`config.mk`:
```
export PLATFORM = sky130hd
export DESIGN_NAME = rgb_to_hsv_pixel_core
export DESIGN_NICKNAME = d
export VERILOG_FILES = /design/src/sv/rhsv_pkg.sv /design/src/sv/rhsv_front.sv /design/src/sv/rhsv_fifo.sv /design/src/sv/rhsv_back.sv /design/src/sv/rgb_to_hsv_pixel_core.sv
export SDC_FILE = /design/constraint.sdc
export NUM_CORES = 2
export LEC_CHECK = 0
export BUFFER_PORTS_ARGS = -buffer_cell sky130_fd_sc_hd__buf_2
export CORE_ASPECT_RATIO = 0.75
export CORE_UTILIZATION = 45
export CTS_CLUSTER_DIAMETER = 60
export DETAILED_ROUTE_END_ITERATION = 6
export PLACE_DENSITY = 0.59
export SYNTH_ARGS = -nofsm -noshare
export SYNTH_HDL_FRONTEND = slang
export SYNTH_SLANG_ARGS = --single-unit
export TNS_END_PERCENT = 50
```
`constraint.sdc`:
```
create_clock -name aclk -period 30.9 [get_ports aclk]
set_input_delay 1.545 -clock aclk [delete_from_list [all_inputs] [get_ports aclk]]
set_output_delay 1.545 -clock aclk [all_outputs]
set_load 0.02 [all_outputs]
```
`src/sv/rhsv_pkg.sv`:
```
package rhsv_pkg;

    localparam int FRACTION_BITS = 6;

    localparam int CH_W  = 8;
    localparam int HUE_W = 15;
    localparam int SAT_W = 13;
    localparam int VAL_W = 13;

    localparam int S_TDATA_W = 24;
    localparam int M_TDATA_W = 48;

    // quotient bits produced by the long division, one per stage
    localparam int HUE_QBITS = HUE_W;
    localparam int SAT_QBITS = SAT_W;
    localparam int HUE_NUM_W = CH_W + HUE_QBITS;
    localparam int SAT_NUM_W = CH_W + SAT_QBITS;
    localparam int TOTAL_W   = 18;
    localparam int OFS_W     = 9;

    localparam int HUE_SLOPE = 60;
    localparam int HUE_OFS_R = 360;
    localparam int HUE_OFS_G = 120;
    localparam int HUE_OFS_B = 240;
    localparam int HUE_FULL  = 360 << FRACTION_BITS;
    localparam int PCT_SCALE = 100 << FRACTION_BITS;

    // value = max * PCT_SCALE / 255 by reciprocal multiply
    localparam int VAL_SHIFT = 29;
    localparam int VAL_PROD_W = 42;
    localparam longint unsigned VAL_RECIP = ((64'd1 << VAL_SHIFT) + 64'd254) / 64'd255;
    localparam logic [33:0] VAL_MULT = 34'(VAL_RECIP * PCT_SCALE);

    localparam int FIFO_DEPTH = 2;
    localparam int FIFO_AW    = $clog2(FIFO_DEPTH);

    typedef struct packed {
        logic [HUE_NUM_W-1:0] hue_num;
        logic [SAT_NUM_W-1:0] sat_num;
        logic [CH_W-1:0]      diff;
        logic [CH_W-1:0]      mx;
        logic                 grey;
        logic                 black;
    } rhsv_job_t;

endpackage

```
`src/sv/rhsv_front.sv`:
```
module rhsv_front import rhsv_pkg::*; (
    input  logic                 aclk,
    input  logic                 aresetn,
    input  logic                 s_tvalid,
    output logic                 s_tready,
    input  logic [S_TDATA_W-1:0] s_tdata,   // red, green, blue
    output logic                 job_valid,
    output rhsv_job_t            job,
    input  logic                 push_ok
);

    logic            vld_reg;
    logic            vld_next;
    rhsv_job_t       job_reg;
    rhsv_job_t       job_next;
    logic [CH_W-1:0] red;
    logic [CH_W-1:0] green;
    logic [CH_W-1:0] blue;
    logic            red_max;
    logic            green_max;
    logic [CH_W-1:0] mx;
    logic [CH_W-1:0] mn;
    logic [CH_W-1:0] diff;
    logic [CH_W-1:0] op_a;
    logic [CH_W-1:0] op_b;
    logic [OFS_W-1:0] offset;
    logic [TOTAL_W-1:0] total;
    logic            accept;
    logic            push;

    assign red   = s_tdata[7:0];
    assign green = s_tdata[15:8];
    assign blue  = s_tdata[23:16];

    always_comb begin
        red_max   = (red >= green) && (red >= blue);
        green_max = !red_max && (green >= blue);
        if (red_max) begin
            mx = red;
        end else if (green_max) begin
            mx = green;
        end else begin
            mx = blue;
        end
        mn = red;
        if (green < mn) begin
            mn = green;
        end
        if (blue < mn) begin
            mn = blue;
        end
        diff = mx - mn;
        if (red_max) begin
            op_a   = green;
            op_b   = blue;
            offset = OFS_W'(HUE_OFS_R);
        end else if (green_max) begin
            op_a   = blue;
            op_b   = red;
            offset = OFS_W'(HUE_OFS_G);
        end else begin
            op_a   = red;
            op_b   = green;
            offset = OFS_W'(HUE_OFS_B);
        end
        // 60*(a-b) + offset*diff, never negative
        total = TOTAL_W'(op_a) * TOTAL_W'(HUE_SLOPE)
              + TOTAL_W'(offset) * TOTAL_W'(diff)
              - TOTAL_W'(op_b) * TOTAL_W'(HUE_SLOPE);
        job_next.hue_num = HUE_NUM_W'(total) << FRACTION_BITS;
        job_next.sat_num = SAT_NUM_W'(diff) * SAT_NUM_W'(PCT_SCALE);
        job_next.diff    = diff;
        job_next.mx      = mx;
        job_next.grey    = (diff == '0);
        job_next.black   = (mx == '0);
    end

    assign s_tready = !vld_reg || push_ok;
    assign accept   = s_tvalid && s_tready;
    assign push     = vld_reg && push_ok;

    always_comb begin
        vld_next = vld_reg;
        if (accept) begin
            vld_next = 1'b1;
        end else if (push) begin
            vld_next = 1'b0;
        end
    end

    always_ff @(posedge aclk) begin
        if (!aresetn) begin
            vld_reg <= 1'b0;
        end else begin
            vld_reg <= vld_next;
        end
    end

    always_ff @(posedge aclk) begin
        if (accept) begin
            job_reg <= job_next;
        end
    end

    assign job_valid = vld_reg;
    assign job       = job_reg;

endmodule

```
`src/sv/rhsv_fifo.sv`:
```
module rhsv_fifo import rhsv_pkg::*; (
    input  logic      aclk,
    input  logic      aresetn,
    input  logic      push,
    input  rhsv_job_t wr_data,
    output logic      push_ok,
    input  logic      pop,
    output rhsv_job_t rd_data,
    output logic      rd_valid
);

    rhsv_job_t            mem [FIFO_DEPTH];
    logic [FIFO_AW-1:0]   wr_ptr_reg;
    logic [FIFO_AW-1:0]   wr_ptr_next;
    logic [FIFO_AW-1:0]   rd_ptr_reg;
    logic [FIFO_AW-1:0]   rd_ptr_next;
    logic [FIFO_AW:0]     count_reg;
    logic [FIFO_AW:0]     count_next;
    logic                 do_push;
    logic                 do_pop;

    assign push_ok  = (count_reg != (FIFO_AW + 1)'(FIFO_DEPTH));
    assign rd_valid = (count_reg != '0);
    assign do_push  = push && push_ok;
    assign do_pop   = pop && rd_valid;
    assign rd_data  = mem[rd_ptr_reg];

    always_comb begin
        wr_ptr_next = wr_ptr_reg;
        rd_ptr_next = rd_ptr_reg;
        count_next  = count_reg;
        if (do_push) begin
            wr_ptr_next = FIFO_AW'(wr_ptr_reg + 1'b1);
        end
        if (do_pop) begin
            rd_ptr_next = FIFO_AW'(rd_ptr_reg + 1'b1);
        end
        if (do_push && !do_pop) begin
            count_next = count_reg + 1'b1;
        end else if (do_pop && !do_push) begin
            count_next = count_reg - 1'b1;
        end
    end

    always_ff @(posedge aclk) begin
        if (!aresetn) begin
            wr_ptr_reg <= '0;
            rd_ptr_reg <= '0;
            count_reg  <= '0;
        end else begin
            wr_ptr_reg <= wr_ptr_next;
            rd_ptr_reg <= rd_ptr_next;
            count_reg  <= count_next;
        end
    end

    always_ff @(posedge aclk) begin
        if (do_push) begin
            mem[wr_ptr_reg] <= wr_data;
        end
    end

endmodule

```
`src/sv/rhsv_back.sv`:
```
module rhsv_back import rhsv_pkg::*; (
    input  logic                 aclk,
    input  logic                 aresetn,
    input  logic                 job_valid,
    input  rhsv_job_t            job,
    output logic                 job_pop,
    output logic                 m_tvalid,
    input  logic                 m_tready,
    output logic [M_TDATA_W-1:0] m_tdata    // hue, saturation, brightness
);

    typedef struct packed {
        logic [CH_W-1:0]      hue_rem;
        logic [HUE_QBITS-1:0] hue_sh;
        logic [CH_W-1:0]      hue_div;
        logic [CH_W-1:0]      sat_rem;
        logic [SAT_QBITS-1:0] sat_sh;
        logic [CH_W-1:0]      sat_div;
        logic [VAL_W-1:0]     val;
        logic                 grey;
        logic                 black;
    } rhsv_stage_t;

    // one restoring step on the hue divider, and on the saturation divider when do_sat
    // is set; remaining dividend bits shift out of the top of *_sh as quotient bits shift in at the bottom
    function automatic rhsv_stage_t div_step(rhsv_stage_t s, logic do_sat);
        logic [CH_W:0] ht;
        logic [CH_W:0] st;
        rhsv_stage_t   r;
        r  = s;
        ht = {s.hue_rem, s.hue_sh[HUE_QBITS-1]};
        st = {s.sat_rem, s.sat_sh[SAT_QBITS-1]};
        if (ht >= {1'b0, s.hue_div}) begin
            r.hue_rem = CH_W'(ht - {1'b0, s.hue_div});
            r.hue_sh  = {s.hue_sh[HUE_QBITS-2:0], 1'b1};
        end else begin
            r.hue_rem = ht[CH_W-1:0];
            r.hue_sh  = {s.hue_sh[HUE_QBITS-2:0], 1'b0};
        end
        if (do_sat) begin
            if (st >= {1'b0, s.sat_div}) begin
                r.sat_rem = CH_W'(st - {1'b0, s.sat_div});
                r.sat_sh  = {s.sat_sh[SAT_QBITS-2:0], 1'b1};
            end else begin
                r.sat_rem = st[CH_W-1:0];
                r.sat_sh  = {s.sat_sh[SAT_QBITS-2:0], 1'b0};
            end
        end
        return r;
    endfunction

    rhsv_stage_t            entry;
    logic [VAL_PROD_W-1:0]  val_prod;
    rhsv_stage_t            stage_reg  [HUE_QBITS];
    rhsv_stage_t            stage_next [HUE_QBITS];
    logic [HUE_QBITS-1:0]   vld_reg;
    logic [HUE_QBITS-1:0]   vld_next;
    logic                   out_vld_reg;
    logic [HUE_W-1:0]       out_hue_reg;
    logic [HUE_W-1:0]       out_hue_next;
    logic [SAT_W-1:0]       out_sat_reg;
    logic [SAT_W-1:0]       out_sat_next;
    logic [VAL_W-1:0]       out_val_reg;
    logic                   adv;
    rhsv_stage_t            last;

    assign adv     = !out_vld_reg || m_tready;
    assign job_pop = adv && job_valid;

    always_comb begin
        val_prod      = VAL_PROD_W'(job.mx) * VAL_PROD_W'(VAL_MULT);
        entry.hue_rem = job.hue_num[HUE_NUM_W-1:HUE_QBITS];
        entry.hue_sh  = job.hue_num[HUE_QBITS-1:0];
        entry.hue_div = job.diff;
        entry.sat_rem = job.sat_num[SAT_NUM_W-1:SAT_QBITS];
        entry.sat_sh  = job.sat_num[SAT_QBITS-1:0];
        entry.sat_div = job.mx;
        entry.val     = VAL_W'(val_prod >> VAL_SHIFT);
        entry.grey    = job.grey;
        entry.black   = job.black;
    end

    always_comb begin
        stage_next[0] = div_step(entry, 1'b1);
        vld_next[0]   = job_valid;
        for (int i = 1; i < HUE_QBITS; i++) begin
            stage_next[i] = div_step(stage_reg[i-1], i < SAT_QBITS);
            vld_next[i]   = vld_reg[i-1];
        end
    end

    always_ff @(posedge aclk) begin
        if (!aresetn) begin
            vld_reg     <= '0;
            out_vld_reg <= 1'b0;
        end else if (adv) begin
            vld_reg     <= vld_next;
            out_vld_reg <= vld_reg[HUE_QBITS-1];
        end
    end

    always_ff @(posedge aclk) begin
        if (adv) begin
            for (int i = 0; i < HUE_QBITS; i++) begin
                stage_reg[i] <= stage_next[i];
            end
        end
    end

    assign last = stage_reg[HUE_QBITS-1];

    always_comb begin
        if (last.grey) begin
            out_hue_next = '0;
        end else if (last.hue_sh >= HUE_QBITS'(HUE_FULL)) begin
            out_hue_next = HUE_W'(last.hue_sh - HUE_QBITS'(HUE_FULL));
        end else begin
            out_hue_next = last.hue_sh;
        end
        out_sat_next = last.black ? '0 : last.sat_sh;
    end

    always_ff @(posedge aclk) begin
        if (adv) begin
            out_hue_reg <= out_hue_next;
            out_sat_reg <= out_sat_next;
            out_val_reg <= last.val;
        end
    end

    assign m_tvalid = out_vld_reg;
    assign m_tdata  = {(M_TDATA_W - HUE_W - SAT_W - VAL_W)'(0),
                       out_val_reg, out_sat_reg, out_hue_reg};

    a_hue_range: assert property (@(posedge aclk) disable iff (!aresetn)
        out_vld_reg |-> (out_hue_reg < HUE_W'(HUE_FULL)))
        else $error("hue out of range");

    a_sat_range: assert property (@(posedge aclk) disable iff (!aresetn)
        out_vld_reg |-> (out_sat_reg <= SAT_W'(PCT_SCALE)))
        else $error("saturation out of range");

    a_val_range: assert property (@(posedge aclk) disable iff (!aresetn)
        out_vld_reg |-> (out_val_reg <= VAL_W'(PCT_SCALE)))
        else $error("brightness out of range");

    a_pipe_hold: assert property (@(posedge aclk) disable iff (!aresetn)
        (out_vld_reg && !m_tready) |=> (vld_reg == $past(vld_reg)))
        else $error("pipeline moved while output stalled");

endmodule

```
`src/sv/rgb_to_hsv_pixel_core.sv`:
```
// RGB to HSV converter: one 8-bit red/green/blue pixel per word in, one word
// of hue (degrees), saturation and brightness (percent) out, all with six
// fraction bits and rounded down. A word is accepted every clock while the
// output is taken. A word passes one classify stage, the two-word queue,
// fifteen restoring-division stages (one hue quotient bit each, with the
// saturation divider side by side) and the output register.
module rgb_to_hsv_pixel_core import rhsv_pkg::*; (
    input  logic                 aclk,
    input  logic                 aresetn,
    input  logic                 s_tvalid,
    output logic                 s_tready,
    input  logic [S_TDATA_W-1:0] s_tdata,   // red[7:0], green[15:8], blue[23:16]
    output logic                 m_tvalid,
    input  logic                 m_tready,
    output logic [M_TDATA_W-1:0] m_tdata    // hue[14:0], saturation[27:15], brightness[40:28]
);

    rhsv_job_t front_job;
    logic      front_valid;
    logic      push_ok;
    rhsv_job_t back_job;
    logic      back_valid;
    logic      back_pop;

    rhsv_front u_front (
        .aclk      (aclk),
        .aresetn   (aresetn),
        .s_tvalid  (s_tvalid),
        .s_tready  (s_tready),
        .s_tdata   (s_tdata),
        .job_valid (front_valid),
        .job       (front_job),
        .push_ok   (push_ok)
    );

    rhsv_fifo u_fifo (
        .aclk     (aclk),
        .aresetn  (aresetn),
        .push     (front_valid),
        .wr_data  (front_job),
        .push_ok  (push_ok),
        .pop      (back_pop),
        .rd_data  (back_job),
        .rd_valid (back_valid)
    );

    rhsv_back u_back (
        .aclk      (aclk),
        .aresetn   (aresetn),
        .job_valid (back_valid),
        .job       (back_job),
        .job_pop   (back_pop),
        .m_tvalid  (m_tvalid),
        .m_tready  (m_tready),
        .m_tdata   (m_tdata)
    );

endmodule
```
* Yosys cells after proc, flatten, opt, wreduce, memory -nomap -nowiden
Memories as Yosys holds them, arrays and structs flattened. A register that Yosys moved wholly into a read port is not among the register bits.
Index checks and enable logic that the tools add are counted.
** Operators by class
- $add $sub $neg :: 36
- Multiply operators :: 5
- $lt $le $gt $ge :: 34
- Equal/unequal tests :: 1
- Muxes and demuxes :: 49
- Reductions and logical operators :: 20
** Operator list (count)
- $mux W23 :: 15
- $mux W21 :: 13
- $ge A9 B8 Y1 :: 28
- $sub A8 B8 Y8 :: 29
- $mux W8 :: 9
- $mul A8 B26 Y34 const B :: 1
- $ge A8 B8 Y1 :: 3
- $mul A8 B4 Y12 const B :: 2
- $add A14 B17 Y17 :: 1
- $mul A9 B8 Y17 :: 1
- $sub A17 B14 Y17 :: 1
- $logic_not A8 Y1 :: 2
- $lt A8 B8 Y1 :: 2
- $ge A15 B15 Y1 const B :: 1
- $mux W15 :: 1
- $sub A15 B15 Y15 const B :: 1
- $mul A8 B5 Y13 const B :: 1
- $mux W9 :: 1
- $logic_and A1 B1 Y1 :: 8
- $mux W1 :: 8
- $reduce_bool A2 Y1 :: 3
- $logic_not A1 Y1 :: 5
- $mux W2 :: 2
- $add A1 B1 Y1 const B :: 2
- 4 further kinds :: 5
** Storage, ports and cells
- Register bits :: 110
- Memory bits (writable) :: 1221
- Output and inout port bits :: 50
- Memories kept :: 2
** Memory list
- u_back.stage_reg :: depth 15, bits a word 75, read ports 15, clocked after Yosys merged registers in 0, write ports 15, line rhsv_back.sv:54 : rhsv_stage_t stage_reg [HUE_QBITS];
- u_fifo.mem :: depth 2, bits a word 48, read ports 1, clocked after Yosys merged registers in 1, write ports 1, line rhsv_fifo.sv:12 : rhsv_job_t mem [FIFO_DEPTH];

* Longest topological paths before layout
- Depth in word-level cells :: 10
- Depth in mapped cells :: 41

* By module
Synthesis repeated with hierarchy kept, for this count alone.
** Second synthesis, totals
- Cells, all modules :: 4125
- Area total of the unflattened synthesis :: 60569.3 sq um
** By module, submodules not included
- rhsv_back :: times used 1, cells an instance 3081, area each 48137.4 sq um
- rhsv_front :: times used 1, cells an instance 827, area each 7719.9 sq um
- rhsv_fifo :: times used 1, cells an instance 217, area each 4712.0 sq um

* Least setup slack after synthesis
No wires, ideal clock.
- Path kind :: input port to flip-flop
- From :: input m_tready
- To :: register u_back.out_hue_reg[0] (enable)
- Setup time :: 1.671 ns
- Arrival :: 27.346 ns
- Required time :: 29.229 ns
- Setup slack :: 1.884 ns
- Stages :: 4
- Buffers on the path :: 2
- Cells stage by stage :: nor2b_1 -> clkbuf_1 -> inv_1 -> clkbuf_1
** Between the ends
- Cells in the longest elaborated chain, start to end :: 1
** Ends and longest elaborated chain
- start: declaration :: line rgb_to_hsv_pixel_core.sv:14 : input logic m_tready,
- $logic_or A1 B1 Y1 :: line rhsv_back.sv:67 : assign adv = !out_vld_reg || m_tready;
- end signal: assignment :: line rhsv_back.sv:125 : out_hue_reg <= out_hue_next;
- end: declaration :: line rhsv_back.sv:59 : logic [HUE_W-1:0] out_hue_reg;
No other way between the ends.
A chain may end at the register's enable or synchronous reset.

==> impl_metrics.py <==
metrics = {
    "cts": {
        "clk_latency_ns": 0.69,
        "cts_setup_buffers": 0,
        "cts_buffers": 108,
        "postCtsHoldBufs": 0,
        "h-tree-depth": 3,
        "cts_tree": "done",
        "cts.repair.resized": 0,
        "clk_pin_slew_worst_paths_ns": 0.06,
        "cts.sinks": 1092,
        "clock-root-buffer": "clkbuf_16",
        "clockBufferDepth": 3,
    },
    "setup_path": {
        "slowest_stage": "o21ai_0",
        "crit_required_ns": 31.30,
        "cp_common_cell": "fa_1",
        "end_kind": "flop",
        "cp_top_family": "adder cells",
        "crit_buf_inv": 7,
        "crit_path_max_fanout": 27,
        "max_stage_delay_ns": 0.62,
        "cp-start-kind": "input port",
        "worst-setup-path-type": "in2reg",
        "cp.arrival_ns": 10.67,
    },
    "routing": {
        "wl_per_cell_um": 15.2,
        "dr.pass1.iters": 7,
        "vias": 27609,
        "viasPerCell": 4.90,
        "first_iter_violations": 1605,
        "routed_wirelength_um": 85800,
        "route.detailed.drc": 7,
        "antenna_left": 0,
    },
    "min_path": {
        "min_path_type": "reg2reg",
    },
    "sta": {
        "tightestPinTransition_ns": 1.29,
        "finalSetupViolations": 0,
        "timing.final.crit_share_pct": 33.2,
        "maxSlewHeadroom_pct": 13.6,
        "whs_ns": 0.384,
        "final.setup.tns_ns": 0,
        "grt_setup_unrepaired": "false",
        "drv_slew": 0,
        "post-route-min-period_ns": 10.27,
        "finalClockSkew_ns": 0.0426,
        "hold_viol": 0,
        "clock.fmax_ghz": 0.0974,
    },
    "placed_design": {
        "portBuffers": 70,
        "place_congestion": 0.820,
        "dp.cells": 5431,
        "placed_cell_area_um2": 54800,
        "dp_hpwl_um": 60100,
    },
    "finish": {
        "final_cells": 5634,
        "drive_gt1_share_pct": 8.09,
        "fill_cells": 9971,
        "final_area_um2": 58300,
        "syn_to_final_growth_pct": 11.1,
        "layout.nets": 4582,
        "largest_reg_flops": 900,
        "diodes": 0,
    },
    "run_status": {
        "status": "finished, violations left",
        "violations": "DRC",
    },
    "synth": {
        "ys_seq_elements": 1092,
        "ys.flop_type": "edfxtp_1",
        "avgSynthCellArea_um2": 13.6,
        "post-synth-top-count-cell": "edfxtp_1",
        "synth_area_leader_cell": "edfxtp_1",
        "syn_area_um2": 52500,
        "async_flop_share_pct": 0,
        "synthTopCellsByCount": "edfxtp_1 (1070), inv_1 (495), ha_1 (430)",
        "seq_area_frac_synth_pct": 62.1,
        "ys_types": 57,
        "yosys_warnings": 0,
        "synthTopCellsByArea": "edfxtp_1 (61%), ha_1 (10%), fa_1 (4.7%)",
        "syn_inst": 3848,
        "synth_edf_count": 1070,
        "netlist.area_leader.share_pct": 61.2,
    },
    "floorplan": {
        "initial_core_util_pct": 45.4,
        "dieArea_um2": 118000,
        "die_height_um": 298,
        "dieWidth_um": 396,
        "rows": 108,
        "core_um2": 116000,
        "ios": 78,
    },
    "run": {
        "cap_violations": 0,
    },
    "global_route": {
        "grt_pass1_wl_um": 141000,
        "antenna_found_initial": 0,
        "track_usage_pct": 14.7,
        "grt_pass1_vias": 27447,
        "grt_max_degree": 177,
        "gr-total-overflow": 0,
    },
}
==> per-stage QoR <==
step                      setup slack [ns]  utilization [%]
after floorplan                       1.88                -
after global placement               20.04             47.3
after detailed placement             19.93             47.3
after CTS                            20.64             50.4
after global routing                 19.88             50.4
final                                20.63             50.4
==> metal layers <==
layer  up-vias  routed length [um]  GRT usage, %
li1      13956                   -             -
met1     13222               43600          21.4
met2       303               37800          22.9
met3       128                2660          2.55
met4         0                1710          3.61
met5         -                   0             0
==> final cells by class <==
class | count | area, um^2 | share of cell area, %
clock buffer | 124 | 2790 | 4.79
clock inverter | 79 | 762 | 1.31
inverter | 495 | 1870 | 3.20
multi-input combinational | 2209 | 17800 | 30.6
sequential | 1092 | 32600 | 55.9
tap | 1540 | 1930 | 3.30
timing repair buffer | 95 | 551 | 0.944
==> kinds of logic (layout without fill, tap and decap cells) <==
| group | Yosys count | after routing | share of synthesized area [%] |
|---|---|---|---|
| DFF | 1092 | 1092 | 62.1 |
| and+or+nand+nor | 718 | 718 | 6.43 |
| AOI/OAI and AO/OA | 644 | 644 | 7.37 |
| adders and majority gates | 553 | 553 | 14.9 |
| buffers and inverters | 553 | 793 | 4.03 |
| xor gates and xnor gates | 191 | 191 | 3.19 |
| muxes | 96 | 96 | 1.97 |
| other | 1 | 7 | 0.00715 |
==> cell usage in the layout, fill, tap and decap left out, drive strengths merged, types with 12 or more instances in the layout <==
master,instances
edfxtp,1070
inv,498
ha,430
nor2,286
a21oi,241
o21ai,185
xnor2,143
nand2,140
clkbuf,124
fa,123
buf,95
nor2b,86
a21boi,70
clkinv,60
nand2b,58
mux2,57
a21o,56
xor2,48
nand4,43
mux2i,39
nor3,34
a2bb2oi,24
a211oi,24
and2,22
dfxtp,22
nand3,21
o21bai,13
o21a,12
==> worst reg2reg max path, delay by kind of cell, from the launching register on <==
kind                       cells  cell delay [ns]
AOI/OAI and AO/OA              5             1.51
xor gates and xnor gates       1             0.10
adders and majority gates      5             1.97
buffers and inverters          4             0.89
DFF                            1             0.31
muxes                          1             0.73
and+or+nand+nor                3             0.19
==> final timing paths <==
path / slack (ns) / start / depth (start not counted) / endpoint
setup / recovery: 20.63 / s_tdata[5] / 33 / u_front.job[61]$_DFFE_PP_
hold / removal: 0.38 / u_back.stage_reg[0][238]$_DFFE_PN_ / 0 / u_back.stage_reg[0][313]$_DFFE_PN_
setup reg to reg: 24.94 / flop / 19 / u_back.stage_reg[0][13]$_DFFE_PN_
hold reg to reg: 0.38 / u_back.stage_reg[0][238]$_DFFE_PN_ / 0 / u_back.stage_reg[0][313]$_DFFE_PN_
Power is left out: the tool's default activity adds up to more than one toggle a clock period on the data nets, which glitch-free logic cannot reach.
